**src/base64_stream_codec_assert.svh**
```systemverilog
// Assertion helpers for the base64 stream codec.
// Both sample on clk and are disabled while arst_n is low.
`ifndef BASE64_STREAM_CODEC_ASSERT_SVH
`define BASE64_STREAM_CODEC_ASSERT_SVH

// Same-cycle implication.
`define B64SC_ASSERT_NOW(label, ante, cons, msg) \
	label: assert property (@(posedge clk) disable iff (!arst_n) (ante) |-> (cons)) \
		else $error(msg);

// Next-cycle implication.
`define B64SC_ASSERT_NEXT(label, ante, cons, msg) \
	label: assert property (@(posedge clk) disable iff (!arst_n) (ante) |=> (cons)) \
		else $error(msg);

`endif

```
**src/b64sc_pkg.sv**
```systemverilog
`timescale 1ns / 1ps
package b64sc_pkg;

	localparam logic DIR_ENCODE = 1'b0;
	localparam logic DIR_DECODE = 1'b1;

	// Decoded character classes beyond the 64 alphabet values
	localparam logic [6:0] SYM_PAD = 7'd64;
	localparam logic [6:0] SYM_BAD = 7'd127;

	localparam logic [7:0] CHAR_PAD = 8'h3D;

	localparam int QDEPTH = 2;
	localparam int QAW    = (QDEPTH > 1) ? $clog2(QDEPTH) : 1;
	localparam int QCW    = $clog2(QDEPTH + 1);

	typedef struct packed {
		logic [7:0] in_symbol;
		logic       in_last;
	} in_item_t;

	typedef struct packed {
		logic [7:0] out_symbol;
		logic       out_last;
		logic       bad_input;
	} out_item_t;

	// One group of work handed from the front end to the serializer
	typedef struct packed {
		logic        mode;
		logic [23:0] bits;
		logic [2:0]  cnt;
		logic [1:0]  npad;
		logic        last;
		logic        bad;
	} job_t;

	function automatic logic [7:0] enc_char(input logic [5:0] v);
		logic [7:0] w;
		w = {2'b00, v};
		if (v < 6'd26)      return 8'h41 + w;
		else if (v < 6'd52) return 8'd71 + w;
		else if (v < 6'd62) return w - 8'd4;
		else if (v == 6'd62) return 8'h2B;
		else return 8'h2F;
	endfunction

	function automatic logic [6:0] dec_char(input logic [7:0] c);
		logic [7:0] d;
		d = 8'd0;
		if (c inside {[8'h41:8'h5A]}) begin
			d = c - 8'h41;
			return d[6:0];
		end else if (c inside {[8'h61:8'h7A]}) begin
			d = c - 8'd71;
			return d[6:0];
		end else if (c inside {[8'h30:8'h39]}) begin
			d = c + 8'd4;
			return d[6:0];
		end else if (c == 8'h2B) begin
			return 7'd62;
		end else if (c == 8'h2F) begin
			return 7'd63;
		end else if (c == CHAR_PAD) begin
			return SYM_PAD;
		end
		return SYM_BAD;
	endfunction

endpackage

```
**src/b64sc_queue.sv**
```systemverilog
`timescale 1ns / 1ps
module b64sc_queue
	import b64sc_pkg::*;
(
	input  logic             clk,
	input  logic             arst_n,
	input  logic             push,
	input  job_t             push_job,
	input  logic             pop,
	output job_t             head,
	output logic             full,
	output logic             nonempty,
	output logic [QCW-1:0]   count
);

	job_t             slot_q [QDEPTH];
	logic [QAW-1:0]   wr_ptr_q;
	logic [QAW-1:0]   rd_ptr_q;
	logic [QCW-1:0]   cnt_q;
	logic             do_push;
	logic             do_pop;

	assign full     = (cnt_q == QCW'(QDEPTH));
	assign nonempty = (cnt_q != '0);
	assign count    = cnt_q;
	assign head     = slot_q[rd_ptr_q];
	assign do_push  = push && !full;
	assign do_pop   = pop && nonempty;

	always_ff @(posedge clk) begin
		if (do_push) begin
			slot_q[wr_ptr_q] <= push_job;
		end
	end

	always_ff @(posedge clk or negedge arst_n) begin
		if (!arst_n) begin
			wr_ptr_q <= '0;
			rd_ptr_q <= '0;
			cnt_q    <= '0;
		end else begin
			if (do_push) begin
				wr_ptr_q <= (wr_ptr_q == QAW'(QDEPTH - 1)) ? '0 : wr_ptr_q + 1'b1;
			end
			if (do_pop) begin
				rd_ptr_q <= (rd_ptr_q == QAW'(QDEPTH - 1)) ? '0 : rd_ptr_q + 1'b1;
			end
			if (do_push && !do_pop) begin
				cnt_q <= cnt_q + 1'b1;
			end else if (do_pop && !do_push) begin
				cnt_q <= cnt_q - 1'b1;
			end
		end
	end

endmodule

```
**src/b64sc_front.sv**
```systemverilog
`timescale 1ns / 1ps
module b64sc_front
	import b64sc_pkg::*;
(
	input  logic       clk,
	input  logic       arst_n,
	input  logic       dir,
	input  logic       clr,
	input  logic       acc,
	input  in_item_t   item,
	output logic       push,
	output job_t       job,
	output logic [1:0] fill
);

	logic [17:0] bits_q, bits_n;
	logic [1:0]  fill_q, fill_n;
	logic [1:0]  pad_q, pad_n;
	logic        err_q, err_n;

	logic [23:0] g_enc;
	logic [2:0]  fill_inc;
	logic [6:0]  v;
	logic [5:0]  s;
	logic [23:0] t_dec;

	assign g_enc    = {bits_q[15:0], item.in_symbol};
	assign fill_inc = {1'b0, fill_q} + 3'd1;
	assign v        = dec_char(item.in_symbol);
	assign fill     = fill_q;

	always_comb begin
		bits_n = bits_q;
		fill_n = fill_q;
		pad_n  = pad_q;
		err_n  = err_q;
		push   = 1'b0;
		job    = '0;
		s      = 6'd0;
		t_dec  = 24'd0;
		job.mode = dir;
		job.last = item.in_last;
		if (dir == DIR_ENCODE) begin
			job.cnt = 3'd4;
			if (fill_inc >= 3'd3) begin
				push     = 1'b1;
				job.bits = g_enc;
				job.npad = 2'd0;
				bits_n   = '0;
				fill_n   = '0;
				pad_n    = '0;
				err_n    = 1'b0;
			end else if (item.in_last) begin
				// pad the short group: two '=' after one byte, one after two
				push     = 1'b1;
				job.bits = (fill_q == 2'd0) ? {item.in_symbol, 16'h0000}
				                            : {g_enc[15:0], 8'h00};
				job.npad = (fill_q == 2'd0) ? 2'd2 : 2'd1;
				bits_n   = '0;
				fill_n   = '0;
				pad_n    = '0;
				err_n    = 1'b0;
			end else begin
				bits_n = g_enc[17:0];
				fill_n = fill_inc[1:0];
			end
		end else begin
			if (v == SYM_PAD) begin
				if (fill_q < 2'd2) err_n = 1'b1;
				else pad_n = pad_q + 2'd1;
			end else if (v == SYM_BAD) begin
				err_n = 1'b1;
			end else begin
				s = v[5:0];
				if (pad_q != 2'd0) err_n = 1'b1;
			end
			t_dec = {bits_q, s};
			if (fill_q == 2'd3) begin
				if (pad_n != 2'd0 && !item.in_last) err_n = 1'b1;
				push     = 1'b1;
				job.bits = t_dec;
				job.cnt  = 3'd3 - ((pad_n > 2'd2) ? 3'd2 : {1'b0, pad_n});
				job.bad  = err_n;
				bits_n   = '0;
				fill_n   = '0;
				pad_n    = '0;
				if (item.in_last) err_n = 1'b0;
			end else if (item.in_last) begin
				// truncated message: one flagged zero byte closes it
				push     = 1'b1;
				job.bits = '0;
				job.cnt  = 3'd1;
				job.bad  = 1'b1;
				bits_n   = '0;
				fill_n   = '0;
				pad_n    = '0;
				err_n    = 1'b0;
			end else begin
				bits_n = t_dec[17:0];
				fill_n = fill_q + 2'd1;
			end
		end
		if (!acc) push = 1'b0;
	end

	always_ff @(posedge clk or negedge arst_n) begin
		if (!arst_n) begin
			bits_q <= '0;
			fill_q <= '0;
			pad_q  <= '0;
			err_q  <= 1'b0;
		end else if (clr) begin
			bits_q <= '0;
			fill_q <= '0;
			pad_q  <= '0;
			err_q  <= 1'b0;
		end else if (acc) begin
			bits_q <= bits_n;
			fill_q <= fill_n;
			pad_q  <= pad_n;
			err_q  <= err_n;
		end
	end

endmodule

```
**src/b64sc_back.sv**
```systemverilog
`timescale 1ns / 1ps
module b64sc_back
	import b64sc_pkg::*;
(
	input  logic      clk,
	input  logic      arst_n,
	input  job_t      head,
	input  logic      head_valid,
	output logic      pop,
	output logic      busy,
	output logic      dst_valid,
	input  logic      dst_stall,
	output out_item_t dst_data
);

	job_t       cur_q;
	logic       cur_valid_q;
	logic [1:0] idx_q;
	logic       out_valid_q;
	out_item_t  out_q;

	logic       advance;
	logic       last_idx;
	logic [5:0] sextet;
	logic [7:0] byte_sel;
	logic       is_pad;
	out_item_t  nxt;

	assign advance  = !out_valid_q || !dst_stall;
	assign last_idx = ({1'b0, idx_q} + 3'd1) == cur_q.cnt;
	assign pop      = head_valid && (!cur_valid_q || (advance && last_idx));
	assign busy     = cur_valid_q;

	always_comb begin
		case (idx_q)
			2'd0: begin
				sextet   = cur_q.bits[23:18];
				byte_sel = cur_q.bits[23:16];
			end
			2'd1: begin
				sextet   = cur_q.bits[17:12];
				byte_sel = cur_q.bits[15:8];
			end
			2'd2: begin
				sextet   = cur_q.bits[11:6];
				byte_sel = cur_q.bits[7:0];
			end
			default: begin
				sextet   = cur_q.bits[5:0];
				byte_sel = 8'h00;
			end
		endcase
		is_pad = (cur_q.npad == 2'd2 && idx_q >= 2'd2) || (cur_q.npad == 2'd1 && idx_q == 2'd3);
		nxt.out_last  = cur_q.last && last_idx;
		nxt.bad_input = cur_q.bad;
		if (cur_q.mode == DIR_ENCODE) begin
			nxt.out_symbol = is_pad ? CHAR_PAD : enc_char(sextet);
		end else begin
			nxt.out_symbol = byte_sel;
		end
	end

	always_ff @(posedge clk) begin
		if (pop) begin
			cur_q <= head;
		end
		if (advance && cur_valid_q) begin
			out_q <= nxt;
		end
	end

	always_ff @(posedge clk or negedge arst_n) begin
		if (!arst_n) begin
			cur_valid_q <= 1'b0;
			idx_q       <= '0;
			out_valid_q <= 1'b0;
		end else begin
			if (advance) begin
				out_valid_q <= cur_valid_q;
			end
			if (pop) begin
				cur_valid_q <= 1'b1;
				idx_q       <= '0;
			end else if (advance && cur_valid_q) begin
				if (last_idx) cur_valid_q <= 1'b0;
				else idx_q <= idx_q + 2'd1;
			end
		end
	end

	assign dst_valid = out_valid_q;
	assign dst_data  = out_q;

endmodule

```
**src/base64_stream_codec.sv**
```systemverilog
`timescale 1ns / 1ps
// Streaming base64 codec, standard alphabet A-Z a-z 0-9 + / with '=' padding.
// Channels: src carries one symbol per transfer (src_valid/src_stall, src_data),
// dst returns one symbol per transfer (dst_valid/dst_stall, dst_data), and the
// cfg channel (cfg_valid/cfg_ready, cfg_data) sets direction: 0 encode, 1 decode.
// Change direction only while the block is idle; a write clears any partial group.
// The front end gathers a group and hands it through a two-entry job queue to a
// serializer that emits one result per cycle from a registered output while dst is not stalled.
// A completed group passes through the job queue, the serializer's job register and
// the output register on its way to dst, waiting in the queue while the serializer is busy.
// Throughput: the serializer output port sets the rate at one result per cycle unless dst stalls;
// encoding takes in three bytes for every four characters out, decoding one character a cycle.
// src_stall rises only when the job queue is full.
// Reset (arst_n low) clears all group state, empties the queue and drops dst_valid;
// direction returns to encode. A stalled dst holds its result and backs up the
// serializer, then the queue, then src.
`include "base64_stream_codec_assert.svh"
module base64_stream_codec
	import b64sc_pkg::*;
(
	input  logic      clk,
	input  logic      arst_n,
	input  logic      src_valid,
	output logic      src_stall,
	input  in_item_t  src_data,
	output logic      dst_valid,
	input  logic      dst_stall,
	output out_item_t dst_data,
	input  logic      cfg_valid,
	output logic      cfg_ready,
	input  logic      cfg_data
);

	logic           dir_q;
	logic           cfg_wr;
	logic           src_acc;

	logic           q_push;
	job_t           q_in;
	logic           q_pop;
	job_t           q_head;
	logic           q_full;
	logic           q_nonempty;
	logic [QCW-1:0] q_count;
	logic [1:0]     front_fill;
	logic           back_busy;

	// the register accepts a write on every cycle
	assign cfg_ready = 1'b1;
	assign cfg_wr    = cfg_valid && cfg_ready;

	always_ff @(posedge clk or negedge arst_n) begin
		if (!arst_n) begin
			dir_q <= DIR_ENCODE;
		end else if (cfg_wr) begin
			dir_q <= cfg_data;
		end
	end

	// hold src only when no queue slot is free
	assign src_stall = q_full;
	assign src_acc   = src_valid && !src_stall;

	b64sc_front u_front (
		.clk    (clk),
		.arst_n (arst_n),
		.dir    (dir_q),
		.clr    (cfg_wr),
		.acc    (src_acc),
		.item   (src_data),
		.push   (q_push),
		.job    (q_in),
		.fill   (front_fill)
	);

	b64sc_queue u_queue (
		.clk      (clk),
		.arst_n   (arst_n),
		.push     (q_push),
		.push_job (q_in),
		.pop      (q_pop),
		.head     (q_head),
		.full     (q_full),
		.nonempty (q_nonempty),
		.count    (q_count)
	);

	b64sc_back u_back (
		.clk        (clk),
		.arst_n     (arst_n),
		.head       (q_head),
		.head_valid (q_nonempty),
		.pop        (q_pop),
		.busy       (back_busy),
		.dst_valid  (dst_valid),
		.dst_stall  (dst_stall),
		.dst_data   (dst_data)
	);

	`B64SC_ASSERT_NOW(a_queue_bound, 1'b1, q_count <= QCW'(QDEPTH), "job queue over depth")
	`B64SC_ASSERT_NEXT(a_last_clears, src_acc && src_data.in_last && !cfg_wr, front_fill == 2'd0, "group not cleared after last symbol")
	`B64SC_ASSERT_NEXT(a_idle_pops, q_nonempty && !back_busy, back_busy, "serializer left a queued job waiting")

endmodule

```
**config.mk**
```make
export PLATFORM = sky130hd
export DESIGN_NAME = base64_stream_codec
export DESIGN_NICKNAME = d
export VERILOG_FILES = /design/src/b64sc_pkg.sv /design/src/b64sc_queue.sv /design/src/b64sc_front.sv /design/src/b64sc_back.sv /design/src/base64_stream_codec.sv
export VERILOG_INCLUDE_DIRS = /design/src /design/src/src
export SDC_FILE = /design/constraint.sdc
export NUM_CORES = 1
export LEC_CHECK = 0
export ABC_CLOCK_PERIOD_IN_PS = 3000
export BUFFER_PORTS_ARGS = -buffer_cell sky130_fd_sc_hd__clkbuf_2
export CORE_MARGIN = 5
export CORE_UTILIZATION = 45
export CTS_BUF_LIST = sky130_fd_sc_hd__clkbuf_2 sky130_fd_sc_hd__clkbuf_4 sky130_fd_sc_hd__clkbuf_8
export CTS_CLUSTER_DIAMETER = 150
export DETAILED_ROUTE_END_ITERATION = 10
export PLACE_DENSITY = 0.59
export SLEW_MARGIN = 10
export SYNTH_ARGS = -nofsm -noshare
export SYNTH_HDL_FRONTEND = slang
export SYNTH_SLANG_ARGS = --single-unit
```
**constraint.sdc**
```tcl
create_clock -name clk -period 3 [get_ports clk]
set_input_delay 0.15 -clock clk [delete_from_list [all_inputs] [get_ports clk]]
set_output_delay 0.15 -clock clk [all_outputs]
set_load 0.05 [all_outputs]
```
# Yosys cells after proc, flatten, opt, wreduce, memory -nomap -nowiden

Memories as Yosys holds them, arrays and structs flattened. A register that Yosys moved wholly into a read port is not among the register bits.
Cells that the tools add are included.

$lt $le $gt $ge: 13
$add $sub $neg: 16
Equality and inequality tests: 15
Reductions and logical operators: 38
Muxes and demuxes: 90
Shifts and indexed selects: 0
Bitwise operators: 0
Div/mod/pow operators: 0
Multipliers: 0

Operators with widths:

| kind                  | number |
|---|---|
| $mux W18              | 7 |
| $mux W24              | 3 |
| $mux W2               | 27 |
| $mux W27              | 2 |
| $mux W7               | 7 |
| $mux W8               | 5 |
| $mux W1               | 34 |
| $eq A8 B6 Y1 const B  | 3 |
| $pmux W8 S3           | 1 |
| $pmux W6 S3           | 1 |
| $add A7 B6 Y8 const A | 2 |
| $ge A8 B7 Y1 const B  | 2 |
| $le A8 B7 Y1 const B  | 2 |
| $logic_and A1 B1 Y1   | 15 |
| $eq A7 B7 Y1 const B  | 2 |
| $reduce_bool A2 Y1    | 7 |
| $sub A7 B7 Y7 const B | 2 |
| $lt A6 B6 Y1 const B  | 2 |
| $mux W6               | 2 |
| $eq A2 B2 Y1 const B  | 5 |
| $add A2 B1 Y2 const B | 4 |
| $ge A8 B6 Y1 const B  | 1 |
| $le A8 B6 Y1 const B  | 1 |
| $add A7 B3 Y7 const B | 1 |
| 20 further kinds      | 34 |

Output and inout port bits: 13
Memories kept: 1
Input port bits: 15
ROM bits: 0
Latch bits: 0
RAM bits: 64
Flip-flop bits (word level): 42
Logic and storage cells: 187

Memories:

| memory         | words | width | rd ports | clocked after Yosys merged registers in | write ports | line              | text |
|---|---|---|---|---|---|---|---|
| u_queue.slot_q | 2     | 32    | 1        | 1                                       | 1           | b64sc_queue.sv:16 | `job_t slot_q [QDEPTH];` |

# Depth between registers and ports, before layout

Depth after elaboration: 19
Mapped depth: 14
Mapped depth without buffers: 13

# Cells and area by module

Synthesis repeated with hierarchy kept, for this count alone.

Cell total of the unflattened synthesis: 609
Area total of the unflattened synthesis: 7518.5 µm²

By module, submodules not included:

| module              | area an instance (µm²) | instances | cells an instance | sequential area each (µm²) |
|---|---|---|---|---|
| b64sc_queue         | 2662.6                 | 1         | 119               | 2021.9 |
| b64sc_front         | 2437.3                 | 1         | 302               | 575.6 |
| b64sc_back          | 2361.0                 | 1         | 183               | 1361.3 |
| base64_stream_codec | 57.6                   | 1         | 5                 | 25.0 |

# Least setup slack after synthesis

Ideal clock, no wire load.

Kind: input port to flip-flop
Start point: input port src_data[3] in the netlist's numbering
End point: memory u_queue.slot_q[0][0] in the netlist's numbering (data pin)
Arrival: 2.970 ns
Setup time: 0.287 ns
Setup slack: -0.257 ns
Data required time: 2.713 ns
Buffers on the path: 1
Cell stages on the path: 12
Path through: buf_2 > inv_1 > ha_1 > a21o_1 > a41o_1 > o32ai_4 > o21ba_4 > or4_4 > or4b_4 > nor2_2 > a311o_1 > a41oi_1

RTL lines:

| item               | line                      | text |
|---|---|---|
| start: declaration | base64_stream_codec.sv:25 | `input in_item_t src_data,` |
| end: declaration   | b64sc_queue.sv:16         |  |

==> out/metrics.yaml <==
route:
  drt-initial-drc-count: 552
  ant_nets: 0
  via_count: 5283
  wl_mm: 17.1
  drc: 0
  post_drt_wl_per_cell_um: 18.2
  avgViaCountPerCell: 5.63
  dr.pass1.iters: 9
worst_setup_path:
  reg2regPathDepth: 13
  cp.required_ns: 3.28
  worstPathArrival_ns: 3.08
  reg2reg_to: "u_back.dst_data[5]$_DFFE_PP_"
  cp_slowest_stage_delay_ns: 0.42
  path_class: "reg2reg"
  cp_slowest_cell: "dfrtp_2"
  cp.depth: 13
  critPathLaunchType: "flop"
  reg2reg_from: "u_back.idx_q[1]$_DFFE_PN0P_"
  cp-endpoint: "u_back.dst_data[5]$_DFFE_PP_"
  worstPathCellList: "inv_2 > ha_4 > a222oi_1 > o21ai_2 > ha_2 > a21o_1 > a21o_4 > buf_6 > nor2b_1 > a31oi_1 > a21oi_1 > nor3_1 > o22ai_1"
  cp-startpoint: "u_back.idx_q[1]$_DFFE_PN0P_"
  cp_max_fo: 8
  critical_path_buf_inv_count: 2
  critical_path.top_delay_family: "compound AO/OA/AOI/OAI gates"
  rrSetupSlack_ns: 0.20
  cp-end-kind: "flop"
timing:
  final.min_clock_period_ns: 2.80
  relSlewSlack_pct: 42.1
  rsz0062_at_grt: "yes"
  finalMaxSlewViolations: 0
  setup_viol_count_final: 0
  fin_tns_setup_ns: 0
  tightest_slew_ns: 0.869
  hold_viol: 0
  fmax_mhz: 357
  min_period_over_period_pct: 93.5
  fin_worst_skew_ns: 0.0108
  hold_slack_ns: 0.0755
clocking:
  h-tree-depth: 4
  cts-root-buf: "clkbuf_8"
  cts_buffers: 17
  path_clk_slew_ns: 0.08
  clock_sinks: 138
  clk_latency_ns: 0.44
  cts_tree: "yes"
  clk_path_buf_depth: 2
placement:
  dp.cells: 900
  portBuffers: 26
  routabilityCongestion: 0.867
  hpwl_mm: 12.3
cells_and_area:
  area_growth_pct: 18.9
  final_nets: 748
  stdcell_count: 938
  num_antenna_cells: 0
  final.fill_count: 1372
  drive_gt1_share_pct: 29.9
yosys:
  ys_ff_latch: 138
  synth-edff-count: 106
  yosysSeqAreaShare_pct: 55.2
  synth_top_area_share_pct: 44.1
  ys.warnings.count: 0
  yosysTopAreaCell: "edfxtp_1"
  synth_nets: 659
  synth.distinct_cells: 71
  ys_top_cells_by_area: "edfxtp_1 44%, dfrtp_1 11%, mux2_2 5.1%, a222oi_1 4.2%, ha_1 4.2%"
  async_flop_share_pct: 23.2
  syn-cell-area_um2: 7220
  synth_ff_type: "edfxtp_1"
  synthCells: 620
  syn_avg_cell_area_um2: 11.6
floorplan:
  dieArea_um2: 18700
  start_util_pct: 45.6
  num_rows: 46
  core_area_um2: 15800
  pin_count: 28
  die_y_um: 137
  die-width_um: 137
global_route:
  grt_max_degree: 34
  grt_overflow: 0
  grt_pass1_vias: 5260
  antenna_found_initial: 0
  grt_first_pass_wirelength_mm: 27.6
  track_usage_pct: 19.1
min_path:
  hold_path_class: "in2reg"
status:
  status: "finished clean"
power:
  p_leak_nw: 3.33
  ir_drop_mv: 0.381
  power_density_nw_per_um2: 885
run:
  cap_viol_max_count: 0
metrics by stage:
stage               utilization, %  total power [mW]  area [um^2]  setup slack, ns
floorplan                        -              4.92         7310         0.000683
global placement              51.3              6.07         8120          -0.0853
detailed placement            51.3              6.13         8120           -0.177
CTS                           53.8              7.51         8520           0.0152
global route                  54.2              8.08         8590          -0.0220
finish                        54.2              7.60         8590            0.196
synthesized netlist by cell type (all sizes together), types with 3 or more instances:
cell,instances
edfxtp,106
nor2,56
nand2,45
inv,41
clkbuf,34
mux2,33
dfrtp,32
a222oi,30
nor3,27
o21ai,25
ha,24
a221oi,18
a21oi,17
nand2b,11
a22o,8
nand3,8
xnor2,8
buf,6
xor2,6
and2,5
mux2i,5
nor2b,5
o32ai,5
nor4,4
o22ai,4
a21o,3
a311oi,3
a41oi,3
and3,3
nand3b,3
cells by family (layout without fill, tap and decap cells):
family / after synthesis / in the layout / synth area share (%)
xor gates and xnor gates: 14 / 14 / 1.70
buffers and inverters: 81 / 183 / 4.59
muxes: 38 / 38 / 5.84
AOI/OAI and AO/OA: 143 / 143 / 16.0
other: 1 / 1 / 0.0520
DFF: 138 / 138 / 55.2
and+or+nand+nor: 181 / 181 / 12.4
adders and majority gates: 24 / 24 / 4.16
state kept, by name (all words and copies together), names as in the netlist:
register / count
u_back.dst_data: 10
u_back.idx_q: 2
dir_q: 1
u_front.fill: 2
u_front.bits_q: 18
u_front.err_q: 1
u_back.dst_valid: 1
u_queue.wr_ptr_q: 1
u_queue.slot_q: 64
u_front.pad_q: 2
u_back.busy: 1
u_queue.rd_ptr_q: 1
u_back.cur_q: 32
u_queue.count: 2
worst min-delay path by stage:
stage                      from                        endpoint  slack, ns  depth (start not counted)
floorplan                arst_n               dir_q$_DFFE_PN0P_      -0.15                          0
global placement         arst_n     u_front.fill[1]$_DFFE_PN0P_       0.30                          1
detailed placement       arst_n     u_front.fill[1]$_DFFE_PN0P_       0.31                          1
CTS                 src_data[0]  u_queue.slot_q[1][1]$_DFFE_PP_       0.05                          1
global route        src_data[0]  u_queue.slot_q[1][1]$_DFFE_PP_       0.06                          1
finish              src_data[0]  u_queue.slot_q[1][1]$_DFFE_PP_       0.08                          1
final cells by class:
cell class	instances	area, um^2	share of cell area (%)
repair buffers	110	772	8.99
clock buffers	19	255	2.97
multi-input cells	401	3050	35.5
well taps	216	270	3.15
inverters	41	161	1.88
clock inverters	13	93.8	1.09
flip-flops and latches	138	3990	46.4
report_power, final:
part	switching [mW]	internal, mW
clock	0.734	0.606
combinational	1.93	1.49
sequential	0.239	2.60
total	2.90	4.69
cells in the final DEF (no fill, tap or decap), types with 3 or more instances in the layout:
cell and count:
a21oi_1 15, a221oi_1 18, a222oi_1 30, a22o_1 8
a311oi_1 3, a41oi_1 3, and2_1 5, and3_1 3
buf_4 80, clkbuf_2 26, clkbuf_8 18, clkinv_2 4
clkinvlp_4 4, dfrtp_1 30, dlygate4sd3_1 3, edfxtp_1 106
ha_1 13, ha_2 6, ha_4 5, inv_1 36
inv_2 3, inv_6 5, mux2_2 33, mux2i_1 5
nand2_1 44, nand2b_1 8, nand2b_4 3, nand3_1 8
nand3b_1 3, nor2_1 53, nor2b_1 5, nor3_1 27
nor4_1 3, o21ai_0 21, o22ai_1 4, o32ai_1 3
xnor2_1 8, xor2_1 6
per-layer routing:
| metal | share of wire, % | vias to the layer above | global-route usage (%) |
|---|---|---|---|
| met3 | 3.6 | 22 | 3.13 |
| met2 | 52 | 164 | 33.8 |
| met1 | 43 | 2550 | 23.8 |
| li1 | - | 2547 | - |
| met5 | 0 | - | 0 |
| met4 | 1.6 | 0 | 6.27 |
repair_timing:
| action | 4_1_cts | 5_1_grt |
|---|---|---|
| hold buffers | 3 | 0 |
| pin swaps | 1 | 7 |
| setup buffers | 1 | 2 |
| gates cloned | 0 | 0 |
| endpoints found under the setup margin | 5 | 6 |
| gates resized for setup | 3 | 17 |
| hold endpoints to repair | 34 | 0 |
Power figures use the tool's default switching activity.
